**src/rtl/stsrk_pkg.sv**
```systemverilog
// Shared types and constants of the stiff string RK4 step block.
// No dependencies; imported by the controller, the datapath and the top level.
package stsrk_pkg;

	typedef enum logic [1:0] {
		ACT_WRITE = 2'd0,
		ACT_READ  = 2'd1,
		ACT_STEP  = 2'd2,
		ACT_NONE  = 2'd3
	} action_t;

	typedef enum logic [2:0] {
		ST_CLEAR,
		ST_IDLE,
		ST_SWEEP,
		ST_DRAIN,
		ST_RESP
	} state_t;

	localparam logic [2:0] CFG_WAVE  = 3'd0;
	localparam logic [2:0] CFG_STIFF = 3'd1;
	localparam logic [2:0] CFG_DAMP  = 3'd2;
	localparam logic [2:0] CFG_STEP  = 3'd3;

	localparam logic [1:0] STAGE_FIRST = 2'd0;
	localparam logic [1:0] STAGE_LAST  = 2'd3;

	// Drain span from a sweep's last read issue to its final store write.
	localparam int DRAIN_LEN = 6;

	// Commands from the controller to the datapath.
	typedef struct packed {
		logic       issue;
		logic       clear_we;
		logic       accept;
		logic       resp;
		logic       load_out;
		logic       clear_flag;
		logic [1:0] stage;
	} cmd_t;

endpackage

```
**src/rtl/stsrk_ctrl.sv**
```systemverilog
// Controller state machine of the stiff string RK4 step block.
// Depends on stsrk_pkg; drives the datapath through cmd_t and a sweep address.
module stsrk_ctrl import stsrk_pkg::*; #(
	parameter int POINTS = 256,
	localparam int AW = $clog2(POINTS)
) (
	input  logic        clk,
	input  logic        arst_n,
	input  logic        in_valid,
	input  logic [1:0]  action,
	input  logic        out_stall,
	output logic        in_stall,
	output logic        out_valid,
	output cmd_t        cmd,
	output logic [AW:0] addr
);

	state_t      state_q, state_d;
	logic [AW:0] cnt_q, cnt_d;
	logic [1:0]  stage_q, stage_d;
	logic [2:0]  drain_q, drain_d;
	logic        out_valid_q;
	logic        out_free;

	assign out_free = !out_valid_q || !out_stall;

	always_comb begin
		state_d = state_q;
		cnt_d   = cnt_q;
		stage_d = stage_q;
		drain_d = drain_q;
		unique case (state_q)
			ST_CLEAR: begin
				cnt_d = cnt_q + 1'b1;
				if (cnt_q == (AW+1)'(POINTS - 1)) begin
					state_d = ST_IDLE;
					cnt_d   = '0;
				end
			end
			ST_IDLE: begin
				if (in_valid) begin
					if (action_t'(action) == ACT_STEP) begin
						state_d = ST_SWEEP;
						stage_d = STAGE_FIRST;
						cnt_d   = '0;
					end else begin
						state_d = ST_RESP;
					end
				end
			end
			ST_SWEEP: begin
				cnt_d = cnt_q + 1'b1;
				if (cnt_q == (AW+1)'(POINTS)) begin
					state_d = ST_DRAIN;
					drain_d = '0;
				end
			end
			ST_DRAIN: begin
				drain_d = drain_q + 1'b1;
				if (drain_q == 3'(DRAIN_LEN - 1)) begin
					if (stage_q == STAGE_LAST) begin
						state_d = ST_RESP;
					end else begin
						state_d = ST_SWEEP;
						stage_d = stage_q + 1'b1;
						cnt_d   = '0;
					end
				end
			end
			ST_RESP: begin
				if (out_free) begin
					state_d = ST_IDLE;
				end
			end
			default: state_d = ST_IDLE;
		endcase
	end

	always_comb begin
		cmd            = '0;
		cmd.stage      = stage_q;
		in_stall       = 1'b1;
		unique case (state_q)
			ST_CLEAR: cmd.clear_we = 1'b1;
			ST_IDLE: begin
				in_stall       = 1'b0;
				cmd.accept     = in_valid;
				cmd.clear_flag = in_valid && (action_t'(action) == ACT_STEP);
			end
			ST_SWEEP: cmd.issue = 1'b1;
			ST_DRAIN: ;
			ST_RESP: begin
				cmd.resp     = 1'b1;
				cmd.load_out = out_free;
			end
			default: ;
		endcase
	end

	always_ff @(posedge clk or negedge arst_n) begin
		if (!arst_n) begin
			state_q     <= ST_CLEAR;
			cnt_q       <= '0;
			stage_q     <= STAGE_FIRST;
			drain_q     <= '0;
			out_valid_q <= 1'b0;
		end else begin
			state_q <= state_d;
			cnt_q   <= cnt_d;
			stage_q <= stage_d;
			drain_q <= drain_d;
			if (cmd.load_out) begin
				out_valid_q <= 1'b1;
			end else if (!out_stall) begin
				out_valid_q <= 1'b0;
			end
		end
	end

	assign addr      = cnt_q;
	assign out_valid = out_valid_q;

endmodule

```
**config.mk**
```make
export PLATFORM = sky130hd
export DESIGN_NAME = stsrk_ctrl
export DESIGN_NICKNAME = d
export VERILOG_FILES = /design/src/rtl/stsrk_pkg.sv /design/src/rtl/stsrk_ctrl.sv
export SDC_FILE = /design/constraint.sdc
export NUM_CORES = 1
export LEC_CHECK = 0
export ABC_AREA = 1
export BUFFER_PORTS_ARGS = -buffer_cell sky130_fd_sc_hd__buf_2
export CELL_PAD_IN_SITES_DETAIL_PLACEMENT = 2
export CELL_PAD_IN_SITES_GLOBAL_PLACEMENT = 2
export CORE_MARGIN = 4
export CORE_UTILIZATION = 29
export CTS_BUF_LIST = sky130_fd_sc_hd__clkbuf_8
export DETAILED_ROUTE_END_ITERATION = 10
export PLACE_DENSITY = 0.83
export SKIP_LAST_GASP = 1
export SYNTH_ARGS = -nofsm -noshare
export SYNTH_HDL_FRONTEND = slang
export SYNTH_SLANG_ARGS = --single-unit
export TNS_END_PERCENT = 100
```
**constraint.sdc**
```tcl
create_clock -name clk -period 1.6 [get_ports clk]
set_input_delay 0.32 -clock clk [delete_from_list [all_inputs] [get_ports clk]]
set_output_delay 0.32 -clock clk [all_outputs]
set_load 0.01 [all_outputs]
```
==> results of run 1 <==
-- flip-flops by register name (all words and copies together) (netlist names) --
name,count
out_valid,1
state_q,3
stage_q,2
drain_q,3
addr,9
-- cell usage in the layout, fill, tap and decap left out, types with 4 or more instances in the layout --
master / n
inv_1: 17
buf_2: 24
o21ai_2: 6
nand3_1: 9
o21ai_0: 4
buf_4: 31
dfrtp_1: 16
nand3_2: 10
nand2_4: 4
nand2_2: 6
nor2_4: 5
inv_2: 5
ha_1: 4
nand2_1: 43
nor2_1: 5
-- per-layer routing --
layer | GRT usage | vias up
met2 | 0.4144 | 31
met1 | 0.2521 | 764
met5 | 0 | -
li1 | - | 665
met4 | 0.08048 | 0
met3 | 0.03830 | 18
-- through the flow --
stage | setup WS [ns] | setup TNS, ns | utilization | instance area (sq um) | instances
after floorplan | -0.09760 | -0.3763 | - | 1284 | 170
final | -0.1927 | -2.180 | 0.4718 | 1928 | 278
after global routing | -0.2796 | -4.296 | 0.4718 | 1928 | 278
after detailed placement | -0.2071 | -1.723 | 0.3815 | 1559 | 257
after global placement | -0.06810 | -0.2548 | 0.3815 | 1559 | 257
after CTS | -0.2612 | -2.656 | 0.4238 | 1732 | 269
-- cells by family after synthesis --
family                   Yosys count  share of synthesized area
buffers and inverters             27                    0.09036
flip-flops                        18                     0.3575
AND/OR/NAND/NOR                   94                     0.3555
AO/OA/AOI/OAI                     22                     0.1132
adder cells (fa/ha/maj)            7                    0.06951
XOR/XNOR                           2                    0.01391
-- report_power, final --
group | internal (mW) | switching [mW]
sequential | 0.454 | 0.0000000000000000474
combinational | 0.00509 | 0.0169
clock | 0.169 | 0.180
-- worst paths after layout --
path	start	end	slack [ns]	depth (start not counted)
worst max register to register	addr[0]$_DFFE_PN0P_	state_q[1]$_DFFE_PN0P_	-0.19	12
worst max-delay path	addr[0]$_DFFE_PN0P_	state_q[1]$_DFFE_PN0P_	-0.19	12
worst min register to register	out_valid$_DFFE_PN0P_	out_valid$_DFFE_PN0P_	0.50	2
worst min-delay path	arst_n	addr[6]$_DFFE_PN0P_	0.0006	1
max in group asynchronous	arst_n	state_q[2]$_DFFE_PN0P_	1.24	1
min in group clk	out_stall	out_valid$_DFFE_PN0P_	0.28	3
-- what timing repair did --
item | 4_1_cts | 5_1_grt
pin swaps | 15 | 18
setup buffers | 9 | 10
endpoints found under the setup margin | 22 | 24
gates resized for setup | 19 | 31
-- cell type report --
cell class	instances	share of cell area
Inverter	25	0.05386
Timing Repair Buffer	57	0.1947
Clock buffer	3	0.02141
Tap cell	50	0.03245
Sequential cell	18	0.2349
Multi-Input combinational cell	125	0.4627
==> run metrics, run 1 <==
post-synth cell types 25; RSZ-0062 raised after global routing true; Top cell by count, worst path nand2_4; post-synthesis sequential area ratio 0.3575; Gate Count Post-Synth 170; Remaining DRCs 0; number of global-route vias before repair 1616; io pins 25; CP Max Fanout 4; #FFs+latches synth 18; Post-DP HPWL 3645 um; multi-input logic area 892.1 sq um; final setup margin -0.1927 ns; via/cell ratio 5.317; total gr overflow 0; die height 73.92 um; CTS tree built; Final Hold Fails 0; clk_lat worst skew 0.27 ns; largest net degree at the start of global routing 19; worst clock skew 0.001723 ns; crit path DAT 2.00 ns; core area 4086 sq um; Most used DFF post-synth dfrtp_1; IO buf count 24; mapped cell area 1260 sq um; crit-path leading delay family simple AND/OR/NAND/NOR gates; top cells by area, synth dfrtp_1 36%, nand2_1 15%, nand3_1 7.1%; row count 23; critical path type reg2reg; Crit. End Element flop; share of synthesized flip-flops with an asynchronous set or reset 1.000; synth warn 0; met1 wire length 2533 um; Die ar. 5463 sq um; Routed wire per std cell 22.51 um; DR top layer met4; failing checks negative setup slack; worst endpoint required time 1.81 ns; number of synthesized flops with an enable pin 0; Die X 73.92 um; share of cells above drive strength 1 0.5132; initial drt markers 39; via count 1478; Net count, final 243; leakage 0.9723 nW; Worst-Margin Slew 0.4844 ns; number of H-tree levels 1; Routed WL 6258 um; CP max-delay cell dfrtp_1; CTS sink cnt 18; Total Power 0.8254 mW; Post-Syn Nets 183; initial antenna violation count 0; CP Cell Sequence ha_2 > nand3_2 > inv_2 > nand2_2 > nor3_4 > ha_4 > inv_6 > nand2_4 > nand2_4 > nor2_4 > nand3_1 > nand2_1; f_max 557.8 MHz; CP max stage delay 0.39 ns; Filler Cell Count 488; initial core utilization 0.3083; Reg clk slew, reported paths 0.07 ns; Synth top area share 0.3575; GP Congestion 0.7959; Storage cell area 452.9 sq um; Root Driver clkbuf_8; gr usage total 0.2228; Hold WC Path Type in2async; status finished with violations; Longest Clk Path Bufs 2; WHS 0.0005874 ns; CTS Buf Count 3; crit start category flop; most common library cells after synthesis 50 x nand2_1, 23 x inv_1, 18 x dfrtp_1, 18 x nand3_1, 10 x o21ai_0; Slew HR 0.6770; most numerous cell in the Yosys netlist nand2_1; Ant. Diodes 0; routed length on met2 3344 um; post-route ant nets 0; Final Setup Violations 20; Max VDD drop 0.3801 mV; Final Max Tran Viols 0; pwr/cell area 428.1 nW/um^2; maxcap violations 0; post-layout min period 1.793 ns; cell taking the most area after synthesis dfrtp_1; Area Growth Syn to Fin 53.03%; global-route wire length before repair 8921 um; worst path bufs/invs 2; drt pass-1 iters 4; Period Utilization, post-route 1.120; syn avg cell area 7.412 sq um; met3 WL post-DR 152 um; hold buffer count at cts 0
No activity file was read; power rests on OpenSTA's default activity.
==> inputs of run 2 (changes only) <==
CAP_MARGIN = 20   (was not set)
HOLD_SLACK_MARGIN = 0.15   (was not set)
REMOVE_ABC_BUFFERS = 1   (was not set)
==> run 2 against run 1 <==
  * The flow still finishes with violations (negative setup slack)
  * Routed wire length is 14% higher
  * Maximum frequency is 6.9% lower
  * Clock-buffer cell count is 1 higher
  * Global-route usage is 1.2 points higher
  * Via count is 1.4% higher
  * Non-clock buffer count is 6 higher
  * Hold slack better by 0.29 ns
  * Power is 9.2% higher
  * Largest cell class unchanged
==> run metrics, run 2 (synthesis results as in run 1) <==
status finished with violations (unchanged); failing checks negative setup slack (unchanged); crit start category flop (unchanged); Die ar. 5463 sq um (unchanged); core area 4086 sq um (unchanged); total gr overflow 0 (unchanged); pwr/cell area 445.7 nW/um^2 (was 428.1 nW/um^2); Crit. End Element output port (was flop); number of H-tree levels 1 (unchanged); CP max-delay cell dfrtp_2 (was dfrtp_1); critical path type reg2out (was reg2reg); Final Hold Fails 0 (unchanged); worst clock skew 0.005703 ns (was 0.001723 ns); total negative setup slack -2.990 ns (was -2.180 ns); Worst-Margin Slew 0.4673 ns (was 0.4844 ns); Routed WL 7109 um (was 6258 um); Net count, final 249 (was 243); Area Growth Syn to Fin 60.48% (was 53.03%); maxcap violations 0 (unchanged); CTS sink cnt 18 (unchanged); Slew HR 0.6885 (was 0.6770); post-route ant nets 0 (unchanged); number of global-route vias before repair 1609 (was 1616); IO buf count 24 (unchanged); CP max stage delay 0.45 ns (was 0.39 ns); most common cell after layout, fill and taps aside nand2_1 (unchanged); GP Congestion 0.8579 (was 0.7959); leakage 1.022 nW (was 0.9723 nW); crit path DAT 1.61 ns (was 2.00 ns); Reg clk slew, reported paths 0.08 ns (was 0.07 ns); Hold WC Path Type in2reg (was in2async); Final Max Tran Viols 0 (unchanged); io pins 25 (unchanged); Remaining DRCs 0 (unchanged); Root Driver clkbuf_8 (unchanged); crit-path leading delay family simple AND/OR/NAND/NOR gates (unchanged); post-detailed-placement cell area 1565 sq um (was 1559 sq um); f_max 519.1 MHz (was 557.8 MHz); share of cells above drive strength 1 0.5617 (was 0.5132); initial antenna violation count 0 (unchanged); largest net degree at the start of global routing 19 (unchanged); row count 23 (unchanged); Period Utilization, post-route 1.204 (was 1.120); post-layout min period 1.926 ns (was 1.793 ns); Ant. Diodes 0 (unchanged); final setup margin -0.3263 ns (was -0.1927 ns); max reg flops 9 (unchanged); CTS Buf Count 3 (unchanged); gr usage total 0.2352 (was 0.2228); WHS 0.2871 ns (was 0.0005874 ns); Routed wire per std cell 24.94 um (was 22.51 um); RSZ-0062 raised after global routing true (unchanged); initial drt markers 121 (was 39); initial core utilization 0.3083 (unchanged); Final Setup Violations 22 (was 20); CTS tree built (unchanged); Post-Layout Inst Area 2022 sq um (was 1928 sq um); Max VDD drop 0.3228 mV (was 0.3801 mV); die height 73.92 um (unchanged); CP Cell Sequence inv_2 > nand2_4 > nor2_4 > nand3_1 > nor2_1 > buf_2 (was ha_2 > nand3_2 > inv_2 > nand2_2 > nor3_4 > ha_4 > inv_6 > nand2_4 > nand2_4 > nor2_4 > nand3_1 > nand2_1); via count 1499 (was 1478); via/cell ratio 5.260 (was 5.317); most frequent cells in the layout 41 x nand2_1, 35 x buf_4, 24 x buf_2, 17 x inv_1, 14 x dfrtp_1 (was 43 x nand2_1, 31 x buf_4, 24 x buf_2, 17 x inv_1, 16 x dfrtp_1); CP Max Fanout 4 (unchanged); reg2reg setup slack -0.23 ns (was -0.19 ns); clk_lat worst skew 0.28 ns (was 0.27 ns); Post-DP HPWL 3684 um (was 3645 um); Die X 73.92 um (unchanged); Total Power 0.9013 mW (was 0.8254 mW); Longest Clk Path Bufs 2 (unchanged); worst endpoint required time 1.28 ns (was 1.81 ns); worst path bufs/invs 2 (unchanged); drt pass-1 iters 4 (unchanged); global-route wire length before repair 9335 um (was 8921 um)
[run 2: cell count changes in the layout (fill, tap and decap cells not counted), moves of 2 or more]
| cell | previous run | this run |
|---|---|---|
| nand2_4 | 4 | 7 |
| buf_4 | 31 | 35 |
| ha_1 | 4 | 1 |
| o21ai_0 | 4 | 2 |
| dfrtp_1 | 16 | 14 |
| dfrtp_2 | 2 | 4 |
| o21ai_2 | 6 | 9 |
| nand2_1 | 43 | 41 |
| ha_2 | 1 | 3 |
[run 2: tightest hold or removal path, cell delays in order]
cell and delay, ns:
buf_2 0.08, nand2_1 0.06, nand2_1 0.07
[run 2: path summary, 6_finish.rpt]
kind / cells after the start / end / startpoint
worst min register to register: 2 / out_valid$_DFFE_PN0P_ / out_valid$_DFFE_PN0P_
max in group asynchronous: 2 / state_q[0]$_DFFE_PN0P_ / arst_n
min in group asynchronous: 2 / addr[1]$_DFFE_PN0P_ / arst_n
worst min-delay path: 3 / out_valid$_DFFE_PN0P_ / out_stall
worst max-delay path: 6 / cmd[2] / state_q[2]$_DFFE_PN0P_
worst max register to register: 12 / state_q[2]$_DFFE_PN0P_ / addr[0]$_DFFE_PN0P_
[run 2: repair_timing]
item / CTS / global route
cloned: 0 / 0
hold endpoints to repair: 18 / 0
endpoints found under the setup margin: 22 / 24
buffers inserted: 8 / 13
pin swaps: 23 / 22
hold buffers: 1 / 0
gates resized for setup: 42 / 34
[run 2: final cells by class]
cell class	instances	area, sq um
Sequential cell	18	455.4
Tap cell	50	62.56
Multi-Input combinational cell	125	923.4
Fill cell	466	2064
Inverter	25	98.84
Clock buffer	4	55.05
Timing Repair Buffer	63	426.7
[run 2: layer usage]
metal | vias to the layer above | GRT usage | part of all wire | wire (um)
met5 | - | 0 | 0 | 0
met4 | 0 | 0.04829 | 0.031 | 221
met3 | 17 | 0.03420 | 0.030 | 214
met2 | 40 | 0.4291 | 0.52 | 3705
met1 | 769 | 0.2920 | 0.42 | 2967
li1 | 673 | - | - | -
[run 2: through the flow]
| stage | instances | util | worst slack [ns] |
|---|---|---|---|
| 2_1_floorplan | 168 | - | -0.2411 |
| 3_3_place_gp | 261 | 0.3830 | -0.2733 |
| 3_5_place_dp | 261 | 0.3830 | -0.4677 |
| 5_1_grt | 285 | 0.4948 | -0.3642 |
| 4_1_cts | 274 | 0.4461 | -0.2296 |
| 6_report | 285 | 0.4948 | -0.3263 |
[run 2: report_power, final]
part           leakage (nW)  internal, mW  total [mW]         switching [mW]
clock                0.0288         0.221       0.423                  0.203
combinational         0.787       0.00662      0.0236                 0.0170
sequential            0.206         0.454       0.454  0.0000000000000000530
total                  1.02         0.682       0.901                  0.220
